===== src/hw/rtl/stt_pkg.sv =====
// Shared types, token kind codes and keyword table for the source text tokenizer.
`timescale 1ns / 1ps
`default_nettype none

package stt_pkg;

	// One byte of source text and its end-of-text flag.
	typedef struct packed {
		logic [7:0] ch;
		logic       final_byte;
	} char_t;

	// One finished token.
	typedef struct packed {
		logic [5:0]  kind;
		logic [31:0] start_offset;
		logic [15:0] token_length;
		logic [15:0] line;
		logic [7:0]  bad_char;
		logic        last_of_run;
	} tok_t;

	// Up to two tokens produced by one byte, in emission order.
	typedef struct packed {
		logic [1:0] cnt;
		tok_t       first;
		tok_t       second;
	} res_pair_t;

	localparam logic [5:0] KIND_STRING  = 6'd0;
	localparam logic [5:0] KIND_NUMBER  = 6'd1;
	localparam logic [5:0] KIND_COMMENT = 6'd2;
	localparam logic [5:0] KIND_IDENT   = 6'd3;
	localparam logic [5:0] KIND_KW0     = 6'd4;
	localparam logic [5:0] KIND_ASSIGN  = 6'd17;
	localparam logic [5:0] KIND_COLON   = 6'd18;
	localparam logic [5:0] KIND_LE      = 6'd19;
	localparam logic [5:0] KIND_LT      = 6'd20;
	localparam logic [5:0] KIND_GE      = 6'd21;
	localparam logic [5:0] KIND_GT      = 6'd22;
	localparam logic [5:0] KIND_EQ      = 6'd23;
	localparam logic [5:0] KIND_NE      = 6'd24;
	localparam logic [5:0] KIND_LOGIC   = 6'd25;
	localparam logic [5:0] KIND_SEMI    = 6'd26;
	localparam logic [5:0] KIND_PLUS    = 6'd27;
	localparam logic [5:0] KIND_MINUS   = 6'd28;
	localparam logic [5:0] KIND_STAR    = 6'd29;
	localparam logic [5:0] KIND_SLASH   = 6'd30;
	localparam logic [5:0] KIND_LPAREN  = 6'd31;
	localparam logic [5:0] KIND_RPAREN  = 6'd32;
	localparam logic [5:0] KIND_LBRACE  = 6'd33;
	localparam logic [5:0] KIND_RBRACE  = 6'd34;
	localparam logic [5:0] KIND_COMMA   = 6'd35;
	localparam logic [5:0] KIND_ERR     = 6'd36;

	// Keywords packed first character highest, zero above the text.
	localparam int KW_COUNT = 13;
	localparam logic [47:0] KW_TEXT [KW_COUNT] = '{
		48'("int"), 48'("float"), 48'("string"), 48'("read"), 48'("write"),
		48'("repeat"), 48'("until"), 48'("if"), 48'("elseif"), 48'("else"),
		48'("then"), 48'("return"), 48'("end")
	};
	localparam logic [2:0] KW_LEN [KW_COUNT] = '{
		3'd3, 3'd5, 3'd6, 3'd4, 3'd5, 3'd6, 3'd5, 3'd2, 3'd6, 3'd4, 3'd4, 3'd6, 3'd3
	};

	// Result queue geometry.
	localparam int QDEPTH = 4;
	localparam int QPTR_W = $clog2(QDEPTH);
	localparam int QCNT_W = QPTR_W + 1;

endpackage

`default_nettype wire


===== src/hw/rtl/stt_scan_core.sv =====
// Scanner state and the single-pass next-state and token logic for one byte.
`timescale 1ns / 1ps
`default_nettype none

module stt_scan_core #(
	parameter int POSITION_BITS     = 32,
	parameter int LINE_BITS         = 16,
	parameter int KEYWORD_MAX_CHARS = 6
) (
	input  wire logic              clk,
	input  wire logic              arst_n,
	input  wire logic              go,
	input  wire stt_pkg::char_t    char_data,
	output stt_pkg::res_pair_t     results
);

	localparam int PW  = POSITION_BITS;
	localparam int LW  = LINE_BITS;
	localparam int PFW = 8 * KEYWORD_MAX_CHARS;

	typedef enum logic [3:0] {
		M_IDLE, M_STR, M_NUM, M_CMT, M_IDENT, M_SLASH,
		M_COLON, M_LT, M_GT, M_BANG, M_AMP, M_PIPE
	} mode_t;

	mode_t            mode_q;
	logic [PW-1:0]    pos_q;
	logic [LW-1:0]    line_q;
	logic [PW-1:0]    tstart_q;
	logic [LW-1:0]    tline_q;
	logic [15:0]      tlen_q;
	logic [PFW-1:0]   pref_q;
	logic             star_q;

	mode_t            md, fm;
	logic [PW-1:0]    pos_nx, ts;
	logic [LW-1:0]    line_nx, tl;
	logic [15:0]      len;
	logic [PFW-1:0]   pf;
	logic             st, used;
	logic [7:0]       c;
	logic             a_v, b_v, f_v;
	stt_pkg::tok_t    a_t, b_t, f_t;

	function automatic logic is_digit(input logic [7:0] v);
		return v >= "0" && v <= "9";
	endfunction

	function automatic logic is_alpha(input logic [7:0] v);
		return (v >= "a" && v <= "z") || (v >= "A" && v <= "Z");
	endfunction

	function automatic logic is_space(input logic [7:0] v);
		return v == " " || (v >= 8'd9 && v <= 8'd13);
	endfunction

	function automatic logic [15:0] grow(input logic [15:0] v);
		return (v != 16'hFFFF) ? v + 16'd1 : v;
	endfunction

	function automatic logic [31:0] start32(input logic [PW-1:0] v);
		logic [63:0] w;
		w = 64'(v);
		return w[31:0];
	endfunction

	function automatic logic [15:0] sat_line(input logic [LW-1:0] v);
		logic [31:0] w;
		w = 32'(v);
		return (w > 32'h0000_FFFF) ? 16'hFFFF : w[15:0];
	endfunction

	function automatic logic [5:0] word_kind(input logic [15:0] n, input logic [PFW-1:0] p);
		logic [5:0] k;
		k = stt_pkg::KIND_IDENT;
		if (n <= 16'(KEYWORD_MAX_CHARS)) begin
			for (int i = 0; i < stt_pkg::KW_COUNT; i++) begin
				if (n == 16'(stt_pkg::KW_LEN[i]) && p == PFW'(stt_pkg::KW_TEXT[i]))
					k = stt_pkg::KIND_KW0 + 6'(i);
			end
		end
		return k;
	endfunction

	// Emit the pending token as it stands.
	function automatic stt_pkg::tok_t flush_tok(input mode_t m, input logic [PW-1:0] s,
			input logic [15:0] n, input logic [LW-1:0] l, input logic [PFW-1:0] p);
		stt_pkg::tok_t t;
		t = '0;
		t.start_offset = start32(s);
		t.line         = sat_line(l);
		t.token_length = 16'd1;
		unique case (m)
			M_STR:   begin t.kind = stt_pkg::KIND_STRING;  t.token_length = n; end
			M_NUM:   begin t.kind = stt_pkg::KIND_NUMBER;  t.token_length = n; end
			M_CMT:   begin t.kind = stt_pkg::KIND_COMMENT; t.token_length = n; end
			M_IDENT: begin t.kind = word_kind(n, p);       t.token_length = n; end
			M_SLASH: t.kind = stt_pkg::KIND_SLASH;
			M_COLON: t.kind = stt_pkg::KIND_COLON;
			M_LT:    t.kind = stt_pkg::KIND_LT;
			M_GT:    t.kind = stt_pkg::KIND_GT;
			M_BANG:  begin t.kind = stt_pkg::KIND_ERR; t.bad_char = "!"; end
			M_AMP:   begin t.kind = stt_pkg::KIND_ERR; t.bad_char = "&"; end
			M_PIPE:  begin t.kind = stt_pkg::KIND_ERR; t.bad_char = "|"; end
			default: t.token_length = 16'd0;
		endcase
		return t;
	endfunction

	function automatic logic [7:0] pair_second(input mode_t m);
		unique case (m)
			M_AMP:   return "&";
			M_PIPE:  return "|";
			default: return "=";
		endcase
	endfunction

	function automatic logic [5:0] pair_kind(input mode_t m);
		unique case (m)
			M_COLON: return stt_pkg::KIND_ASSIGN;
			M_LT:    return stt_pkg::KIND_LE;
			M_GT:    return stt_pkg::KIND_GE;
			M_BANG:  return stt_pkg::KIND_NE;
			default: return stt_pkg::KIND_LOGIC;
		endcase
	endfunction

	// Mode a byte opens when scanned fresh; idle for single-byte tokens.
	function automatic mode_t fresh_mode(input logic [7:0] v);
		if (v == "\"")                       return M_STR;
		if (is_digit(v))                     return M_NUM;
		if (v == "/")                        return M_SLASH;
		if (is_alpha(v) || v == "_")         return M_IDENT;
		unique case (v)
			":":     return M_COLON;
			"<":     return M_LT;
			">":     return M_GT;
			"!":     return M_BANG;
			"&":     return M_AMP;
			"|":     return M_PIPE;
			default: return M_IDLE;
		endcase
	endfunction

	function automatic logic [5:0] fresh_kind(input logic [7:0] v);
		unique case (v)
			"=":     return stt_pkg::KIND_EQ;
			";":     return stt_pkg::KIND_SEMI;
			"+":     return stt_pkg::KIND_PLUS;
			"-":     return stt_pkg::KIND_MINUS;
			"*":     return stt_pkg::KIND_STAR;
			"(":     return stt_pkg::KIND_LPAREN;
			")":     return stt_pkg::KIND_RPAREN;
			"{":     return stt_pkg::KIND_LBRACE;
			"}":     return stt_pkg::KIND_RBRACE;
			",":     return stt_pkg::KIND_COMMA;
			default: return stt_pkg::KIND_ERR;
		endcase
	endfunction

	always_comb begin
		c    = char_data.ch;
		md   = mode_q;
		ts   = tstart_q;
		tl   = tline_q;
		len  = tlen_q;
		pf   = pref_q;
		st   = star_q;
		used = 1'b0;
		a_v  = 1'b0;
		a_t  = '0;
		b_v  = 1'b0;
		b_t  = '0;
		f_v  = 1'b0;
		f_t  = '0;
		fm   = fresh_mode(c);

		// Continue or close the pending token.
		unique case (mode_q)
			M_STR: begin
				len  = grow(len);
				used = 1'b1;
				if (c == "\"") begin
					a_v = 1'b1;
					a_t = flush_tok(M_STR, ts, len, tl, pf);
					md  = M_IDLE;
				end
			end
			M_CMT: begin
				len  = grow(len);
				used = 1'b1;
				if (star_q && c == "/") begin
					st  = 1'b0;
					a_v = 1'b1;
					a_t = flush_tok(M_CMT, ts, len, tl, pf);
					md  = M_IDLE;
				end else begin
					st = (c == "*");
				end
			end
			M_NUM, M_IDENT, M_SLASH: begin
				if (mode_q == M_NUM && (is_digit(c) || c == ".")) begin
					len  = grow(len);
					used = 1'b1;
				end else if (mode_q == M_IDENT && (is_alpha(c) || is_digit(c) || c == "_")) begin
					if (len < 16'(KEYWORD_MAX_CHARS))
						pf = {pf[PFW-9:0], c};
					len  = grow(len);
					used = 1'b1;
				end else if (mode_q == M_SLASH && c == "*") begin
					md   = M_CMT;
					len  = 16'd2;
					st   = 1'b1;
					used = 1'b1;
				end else begin
					a_v = 1'b1;
					a_t = flush_tok(mode_q, ts, len, tl, pf);
					md  = M_IDLE;
				end
			end
			M_COLON, M_LT, M_GT, M_BANG, M_AMP, M_PIPE: begin
				a_v = 1'b1;
				md  = M_IDLE;
				if (c == pair_second(mode_q)) begin
					used = 1'b1;
					a_t              = '0;
					a_t.kind         = pair_kind(mode_q);
					a_t.start_offset = start32(ts);
					a_t.token_length = 16'd2;
					a_t.line         = sat_line(tl);
				end else begin
					a_t = flush_tok(mode_q, ts, len, tl, pf);
				end
			end
			default: md = M_IDLE;
		endcase

		// Scan the byte fresh when the pending token did not take it.
		if (!used && !is_space(c)) begin
			if (fm != M_IDLE) begin
				md  = fm;
				ts  = pos_q;
				tl  = line_q;
				len = 16'd1;
				if (fm == M_IDENT)
					pf = PFW'(c);
			end else begin
				b_v              = 1'b1;
				b_t.kind         = fresh_kind(c);
				b_t.start_offset = start32(pos_q);
				b_t.token_length = 16'd1;
				b_t.line         = sat_line(line_q);
				b_t.bad_char     = (fresh_kind(c) == stt_pkg::KIND_ERR) ? c : 8'd0;
			end
		end

		line_nx = (c == "\n" && line_q != '1) ? line_q + LW'(1) : line_q;
		pos_nx  = pos_q + PW'(1);

		// End of text: flush whatever is open and return to reset state.
		if (char_data.final_byte) begin
			f_v     = (md != M_IDLE);
			f_t     = flush_tok(md, ts, len, tl, pf);
			md      = M_IDLE;
			pos_nx  = '0;
			line_nx = LW'(1);
			ts      = '0;
			tl      = LW'(1);
			len     = 16'd0;
			pf      = '0;
			st      = 1'b0;
		end

		// Pack the valid tokens in order and mark the last one.
		results.cnt    = 2'(a_v) + 2'(b_v) + 2'(f_v);
		results.first  = a_v ? a_t : (b_v ? b_t : f_t);
		results.second = (a_v && b_v) ? b_t : f_t;
		results.first.last_of_run  = (results.cnt == 2'd1);
		results.second.last_of_run = (results.cnt == 2'd2);
	end

	always_ff @(posedge clk or negedge arst_n) begin
		if (!arst_n) begin
			mode_q   <= M_IDLE;
			pos_q    <= '0;
			line_q   <= LW'(1);
			tstart_q <= '0;
			tline_q  <= LW'(1);
			tlen_q   <= 16'd0;
			pref_q   <= '0;
			star_q   <= 1'b0;
		end else if (go) begin
			mode_q   <= md;
			pos_q    <= pos_nx;
			line_q   <= line_nx;
			tstart_q <= ts;
			tline_q  <= tl;
			tlen_q   <= len;
			pref_q   <= pf;
			star_q   <= st;
		end
	end

	a_final_resets: assert property (@(posedge clk) disable iff (!arst_n)
		go && char_data.final_byte |=> mode_q == M_IDLE && pos_q == '0 && line_q == LW'(1))
		else $error("scanner state not cleared after end of text");

	a_at_most_two: assert property (@(posedge clk) disable iff (!arst_n)
		go |-> results.cnt != 2'd3)
		else $error("more than two tokens from one byte");

	a_last_mark: assert property (@(posedge clk) disable iff (!arst_n)
		go && results.cnt == 2'd2 |-> !results.first.last_of_run && results.second.last_of_run)
		else $error("last_of_run on wrong token of a pair");

endmodule

`default_nettype wire


===== src/hw/rtl/stt_result_queue.sv =====
// Small token queue between the scanner and the output channel.
`timescale 1ns / 1ps
`default_nettype none

module stt_result_queue (
	input  wire logic               clk,
	input  wire logic               arst_n,
	input  wire logic               push,
	input  wire stt_pkg::res_pair_t results,
	output logic                    room,
	output logic                    tok_valid,
	input  wire logic               tok_stall,
	output stt_pkg::tok_t           tok_data
);

	stt_pkg::tok_t                 entry_q [stt_pkg::QDEPTH];
	logic [stt_pkg::QPTR_W-1:0]    wr_ptr_q, rd_ptr_q, wr_next;
	logic [stt_pkg::QCNT_W-1:0]    count_q;
	logic [1:0]                    push_n;
	logic                          pop;

	assign push_n    = push ? results.cnt : 2'd0;
	assign pop       = tok_valid && !tok_stall;
	assign wr_next   = wr_ptr_q + stt_pkg::QPTR_W'(1);
	assign tok_valid = (count_q != '0);
	assign tok_data  = entry_q[rd_ptr_q];
	// Keep space for a full pair of tokens.
	assign room      = (count_q <= stt_pkg::QCNT_W'(stt_pkg::QDEPTH - 2));

	always_ff @(posedge clk) begin
		if (push_n != 2'd0)
			entry_q[wr_ptr_q] <= results.first;
		if (push_n == 2'd2)
			entry_q[wr_next] <= results.second;
	end

	always_ff @(posedge clk or negedge arst_n) begin
		if (!arst_n) begin
			wr_ptr_q <= '0;
			rd_ptr_q <= '0;
			count_q  <= '0;
		end else begin
			wr_ptr_q <= wr_ptr_q + stt_pkg::QPTR_W'(push_n);
			if (pop)
				rd_ptr_q <= rd_ptr_q + stt_pkg::QPTR_W'(1);
			count_q <= count_q + stt_pkg::QCNT_W'(push_n) - stt_pkg::QCNT_W'(pop);
		end
	end

	a_no_overflow: assert property (@(posedge clk) disable iff (!arst_n)
		count_q <= stt_pkg::QCNT_W'(stt_pkg::QDEPTH))
		else $error("token queue overflow");

	a_pop_drains: assert property (@(posedge clk) disable iff (!arst_n)
		pop && push_n == 2'd0 |=> count_q == $past(count_q) - stt_pkg::QCNT_W'(1))
		else $error("token queue count did not drop on pop");

endmodule

`default_nettype wire


===== src/hw/rtl/source_text_tokenizer.sv =====
// Source text tokenizer: bytes in, one transaction per finished token out.
//
// Input channel char_*: one byte of text per transaction, final_byte set on
// the last byte of a text. Output channel tok_*: kind, start offset, length,
// start line and offending byte of each token; last_of_run marks the last
// token caused by one input byte (a byte causes zero, one or two tokens).
// A transaction completes on a rising edge with valid high and stall low.
//
// A byte is held in an input register, scanned in one pass and its tokens
// are written into a four-entry queue. The first token of a byte is offered
// on tok_* once the input register and then the queue have taken it. One
// byte is taken per cycle while char_stall is low; the rate is set by the
// output port, one token per cycle while tok_stall is low, so a byte that
// closes two tokens at once needs two output transactions.
// char_stall rises while a byte waits and the queue cannot hold two more
// tokens, so a stalled receiver holds back input once the queue fills; nothing is lost.
// Reset clears the scanner to line one, offset zero, and empties the queue.
// After a final byte the scanner returns to that same state by itself.
`timescale 1ns / 1ps
`default_nettype none

module source_text_tokenizer #(
	parameter int POSITION_BITS     = 32,
	parameter int LINE_BITS         = 16,
	parameter int KEYWORD_MAX_CHARS = 6
) (
	input  wire logic            clk,
	input  wire logic            arst_n,
	input  wire logic            char_valid,
	output logic                 char_stall,
	input  wire stt_pkg::char_t  char_data,
	output logic                 tok_valid,
	input  wire logic            tok_stall,
	output stt_pkg::tok_t        tok_data
);

	logic                valid_s1;
	stt_pkg::char_t      char_s1;
	logic                room, go, take;
	stt_pkg::res_pair_t  results;

	assign go         = valid_s1 && room;
	assign char_stall = valid_s1 && !room;
	assign take       = char_valid && !char_stall;

	always_ff @(posedge clk or negedge arst_n) begin
		if (!arst_n) begin
			valid_s1 <= 1'b0;
		end else if (take) begin
			valid_s1 <= 1'b1;
		end else if (go) begin
			valid_s1 <= 1'b0;
		end
	end

	always_ff @(posedge clk) begin
		if (take)
			char_s1 <= char_data;
	end

	stt_scan_core #(
		.POSITION_BITS     (POSITION_BITS),
		.LINE_BITS         (LINE_BITS),
		.KEYWORD_MAX_CHARS (KEYWORD_MAX_CHARS)
	) u_core (
		.clk       (clk),
		.arst_n    (arst_n),
		.go        (go),
		.char_data (char_s1),
		.results   (results)
	);

	stt_result_queue u_queue (
		.clk       (clk),
		.arst_n    (arst_n),
		.push      (go),
		.results   (results),
		.room      (room),
		.tok_valid (tok_valid),
		.tok_stall (tok_stall),
		.tok_data  (tok_data)
	);

endmodule

`default_nettype wire


===== config.mk =====
export PLATFORM = sky130hd
export DESIGN_NAME = source_text_tokenizer
export DESIGN_NICKNAME = d
export VERILOG_FILES = /design/src/hw/rtl/stt_pkg.sv /design/src/hw/rtl/stt_scan_core.sv /design/src/hw/rtl/stt_result_queue.sv /design/src/hw/rtl/source_text_tokenizer.sv
export SDC_FILE = /design/constraint.sdc
export NUM_CORES = 1
export LEC_CHECK = 0
export BUFFER_PORTS_ARGS = -buffer_cell sky130_fd_sc_hd__buf_2
export CAP_MARGIN = 15
export CORE_MARGIN = 2
export CORE_UTILIZATION = 38
export CTS_CLUSTER_DIAMETER = 100
export DETAILED_ROUTE_END_ITERATION = 10
export PLACE_DENSITY = 0.6
export SLEW_MARGIN = 10
export SYNTH_ARGS = -nofsm -noshare
export SYNTH_HDL_FRONTEND = slang
export SYNTH_SLANG_ARGS = --single-unit

===== constraint.sdc =====
create_clock -name clk -period 10.82 [get_ports clk]
set_clock_uncertainty 0.2 [all_clocks]
set_input_delay 2.164 -clock clk [delete_from_list [all_inputs] [get_ports clk]]
set_output_delay 2.164 -clock clk [all_outputs]
set_load 0.05 [all_outputs]

======== Yosys cells after proc, flatten, opt, wreduce, memory -nomap -nowiden ========
Memories as Yosys holds them, arrays and structs flattened.
Index checks and enable logic that the tools add are counted.
storage, ports and cells
  flip-flop bits (word level) ............. 182
  RAM bits ................................ 316
  input port bits ......................... 13
  output and inout port bits .............. 81
  logic and storage cells ................. 331
  memories kept ........................... 1
cells by class
  add/sub/neg operators ................... 10
  $lt $le $gt $ge ......................... 12
  equal/unequal tests ..................... 91
  multiplexer cells ....................... 133
  reductions and logical operators ........ 70
memories
  name             words  bits a word  rd ports  clocked after Yosys merged registers in  write ports  RTL line                text
  u_queue.entry_q  4      79           1         0                                        2            stt_result_queue.sv:16  stt_pkg::tok_t entry_q [stt_pkg::QDEPTH];
operators by type and width
  cell                  number
  $mux 79               8
  $eq 48x47->1 const B  8
  $mux 48               8
  $pmux 79 s4           1
  $eq 48x31->1 const B  6
  $eq 48x39->1 const B  6
  $eq 48x23->1 const B  4
  $mux 16               12
  $mux 78               2
  $eq 8x6->1 const B    17
  $mux 32               4
  $eq 16x3->1 const B   6
  $eq 48x15->1 const B  2
  $pmux 16 s2           3
  $mux 4                23
  $mux 6                15
  $mux 75               1
  $mux 73               1
  $eq 16x2->1 const B   4
  $pmux 6 s10           1
  $pmux 6 s8            1
  $pmux 6 s7            1
  $pmux 7 s3            2
  $logic_and 1x1->1     41
  54 further kinds      139

======== Depth between registers and ports, before layout ========
  depth after elaboration ................. 37
  gate-level depth with buffers ........... 18
  gate-level depth less buffers ........... 14

======== By module ========
Synthesis repeated with hierarchy kept, for this count alone.
second synthesis, totals
  cell total of the unflattened synthesis .. 2,745
  area, all modules ....................... 30,920.9 um2
by module, submodules not included
  module                 times used  cells an instance  area each (um2)  seq. area each (um2)
  stt_result_queue       1           810                15,608.7         9,664.3
  stt_scan_core          1           1,920              14,978.1         4,131.5
  source_text_tokenizer  1           15                 334.1            295.3

======== Worst setup path before layout ========
Ideal clock, no wire load.
  kind .................................... register to register
  from .................................... register char_s1[5] (netlist name)
  to ...................................... memory u_queue.entry_q[2][0] (netlist name), enable pin
  setup time .............................. 0.542 ns
  arrival time ............................ 7.280 ns
  data required time ...................... 10.078 ns
  slack ................................... 2.798 ns
  stages on the path, launching flop included .. 14
  buffers on the path ..................... 1
  clock period less this slack ............ 8.022 ns
  cells stage by stage .................... edfxtp_1 or4_4 a21oi_2 or3_1 nand3_1 nor3_1 or2_2 o21ai_0 fa_1 clkbuf_1 nand2_1 nor2_1 o21ai_0 a21oi_1
RTL lines
  what                    RTL line                     text
  from (decl)             source_text_tokenizer.sv:38  stt_pkg::char_t char_s1;
  from (signal assigned)  source_text_tokenizer.sv:58  char_s1 <= char_data;
  to (decl)               stt_result_queue.sv:16

==> reports/metrics.yaml <==
placed_design:
  port_buffers: 93
  dp_slack_ns: 3.73
  dpl_cell_area_um2: 30300
  gp_congestion: 0.946
  dp_hpwl_mm: 61.1
sta:
  setup_viol: 0
  fmaxAchievable_mhz: 141
  slew_headroom_pct: 21.3
  tightestPinTransition_ns: 1.16
  finalCriticalPeriod_ns: 7.09
  worst_slack_ns: 3.73
  hold_viol: 0
  slew_viol_final: 0
  finalCritPeriodShare_pct: 65.5
  setup_tns_ns: 0
  rsz0062_at_grt: "false"
worst_setup_path:
  reg2reg_to: "u_queue.entry_q[2][17]$_DFFE_PP_"
  ff2ff_path_depth: 13
  cp.arrival_ns: 7.12
  critPathKind: "reg -> reg"
  rrSetupSlack_ns: 3.73
  cp_data_required_time_ns: 10.84
  worst-path-max-fanout: 57
  start_kind: "flop"
  crit_path_end_kind: "flop"
  rr_startpoint: "char_s1[5]$_DFFE_PP_"
synthesis:
  yosys.cell_count.top_type: "edfxtp_1"
  synth_cell_types: 110
  synth_ff_type: "edfxtp_1"
  yosysSeqAreaShare_pct: 48.6
  ys_top_cells_by_count: "edfxtp_1, mux2i_1, nand2_1, clkbuf_1, nor2_1"
  ys_warn_count: 0
  syn-num-nets: 2674
  synthTopCellsByArea: "edfxtp_1, dfrtp_1, mux2i_1"
  ys_seq_elements: 498
  yosys.area.top_type: "edfxtp_1"
  synth_area_per_cell_um2: 11.0
  async_flop_share_pct: 34.7
  synth_top_area_share_pct: 33.6
  postSynthCellCount: 2649
  syn-cell-area_um2: 29000
  synth_edf_count: 325
clock_network:
  clk_latency_ns: 0.65
  hold_buffers: 0
  numClockSinks: 498
  cts_max_path_buffers: 3
  cts_inserted_buffers: 57
  root_buffer: "clkbuf_16"
  cts-htree-levels: 2
  tritoncts: "done"
  clk_pin_slew_ns: 0.06
  post_cts_resized: 0
  post_cts_buffers: 0
global_routing:
  grt_overflow: 0
  grt_max_degree: 68
  antenna_found_initial: 3
  track_usage_pct: 24.0
  met2_usage_pct: 38.7
  met1_usage_pct: 34.5
  grt_pass1_vias: 22952
  top_usage_layer: "met2"
  grt_pass1_wl_mm: 146
  grt_util_met3_pct: 2.86
finish:
  antenna_cells: 0
  final_core_util_pct: 42.6
  drive_above_1_share_pct: 15.3
  design_area_um2: 32300
  n_fill_cell: 7167
  area_growth_pct: 11.2
  nets: 2640
die:
  dieArea_um2: 78600
  die_w_um: 280
  rows: 101
  dieHeight_um: 280
  start_util_pct: 38.3
  core_area_um2: 75800
  pin_count: 94
power_and_ir_drop:
  power_frac_seq_pct: 32.9
  clkPwrFrac_pct: 23.7
  leakage_nw: 12.8
  p_comb_share_pct: 43.4
  p_int_mw: 4.67
  p_per_area_nw_per_um2: 264
  power.total_mw: 8.54
  peakVddDrop_mv: 0.224
  p_switching_mw: 3.86
  switching_share_pct: 45.3
routing:
  drc: 0
  final_antenna_net_count: 0
  wl_mm: 94.7
  drtIter0Drc: 2526
  routedWlPerCell_um: 26.0
  dr_total_vias: 23137
  avgViaCountPerCell: 6.35
  dr.pass1.iters: 5
min_path:
  hold_start: "u_queue.count_q[2]$_DFF_PN0_"
  hold_end: "u_queue.count_q[2]$_DFF_PN0_"
  hold_depth: 1
  hold_class: "reg -> reg"
run_status:
  status: "complete, no violations"
run:
  maxCapViolCount: 0
[worst max-delay path, cell delays in order, from the launching register on]
cell and delay [ns]:
edfxtp_1 0.70, or4b_4 0.70, nor2_1 0.21, and4_1 0.20, o21ai_0 0.20, nor2_1 0.94, nor2_2 0.07, buf_4 0.26
fa_1 0.81, nand2_1 0.15, nor2_1 0.26, o21ai_0 0.23, a21oi_4 0.78, buf_4 0.89
[registers in the layout, indices dropped and copies added, names as in the netlist, 2 cells and up]
name	count
u_queue.count_q	3
char_s1	9
u_core.tline_q	16
u_queue.entry_q	316
u_core.tstart_q	32
u_core.tlen_q	16
u_core.line_q	16
u_core.pos_q	32
u_core.mode_q	4
u_queue.rd_ptr_q	2
u_queue.wr_ptr_q	2
u_core.pref_q	48
[metal layers]
metal / part of all wire [%] / wire, um
met5: 0 / 0
met4: 2.2 / 2120
met3: 6.6 / 6230
met2: 47 / 44400
met1: 44 / 42000
[stage by stage]
step | hold slack (ns) | std cells
2_1_floorplan | 0.262 | 2649
3_3_place_gp | 0.280 | 3531
3_5_place_dp | 0.301 | 3532
4_1_cts | 0.314 | 3640
5_1_grt | 0.332 | 3642
6_report | 0.310 | 3642
[cell families after synthesis]
kind of cell,Yosys count,synth area share (%)
AND/OR/NAND/NOR,816,14.6
AO/OA/AOI/OAI,700,16.8
flip-flops,498,48.6
multiplexers,320,14.5
buffers and inverters,259,3.60
XOR/XNOR,44,1.33
adder cells (fa/ha/maj),12,0.569
[worst max-delay path by stage]
stage                    startpoint  slack (ns)                                to
2_1_floorplan  char_s1[5]$_DFFE_PP_        2.80   u_queue.entry_q[2][0]$_DFFE_PP_
3_3_place_gp   char_s1[5]$_DFFE_PP_        3.80  u_queue.entry_q[2][30]$_DFFE_PP_
3_5_place_dp   char_s1[5]$_DFFE_PP_        3.73  u_queue.entry_q[2][30]$_DFFE_PP_
4_1_cts        char_s1[5]$_DFFE_PP_        3.70  u_queue.entry_q[2][18]$_DFFE_PP_
5_1_grt        char_s1[5]$_DFFE_PP_        3.28  u_queue.entry_q[2][16]$_DFFE_PP_
6_report       char_s1[5]$_DFFE_PP_        3.73  u_queue.entry_q[2][17]$_DFFE_PP_
[power by group through the flow]
stage	Clock, mW	Combinational [mW]	Sequential, mW
floorplan	0	2.69	2.65
finish	2.02	3.71	2.81
global placement	0	3.67	2.83
detailed placement	0	3.70	2.85
global route	2.13	3.93	2.85
CTS	2.06	3.71	2.81
[cells in the final DEF, fill, tap and decap left out, types with 14 or more instances in the layout]
cell / Yosys / layout
xor2_1: 30 / 30
nor4_1: 23 / 22
a21o_1: 15 / 15
nand3_1: 69 / 67
nand2_1: 216 / 213
inv_1: 24 / 24
and2_1: 30 / 30
nand4_1: 47 / 47
o21ai_0: 155 / 155
a22oi_1: 168 / 168
a22o_1: 93 / 93
edfxtp_1: 325 / 325
xnor2_1: 14 / 14
clkbuf_16: 0 / 59
buf_4: 2 / 45
a21oi_1: 96 / 95
mux4_2: 79 / 79
buf_2: 23 / 92
or3_1: 28 / 27
nor2_1: 174 / 167
nor2b_1: 16 / 16
and3_1: 43 / 42
mux2i_1: 229 / 229
o22ai_1: 33 / 33
dfrtp_1: 171 / 169
nor3_1: 51 / 50
nand2b_1: 20 / 20
[cell type report]
type	instances	area [um2]	share of cell area, %
clock buffers	74	1590	4.93
clock inverters	34	398	1.23
inverters	25	93.8	0.291
multi-input cells	1892	14000	43.4
flip-flops and latches	498	14100	43.7
well taps	978	1220	3.79
repair buffers	141	855	2.65
(Power assumes the default switching activity.)
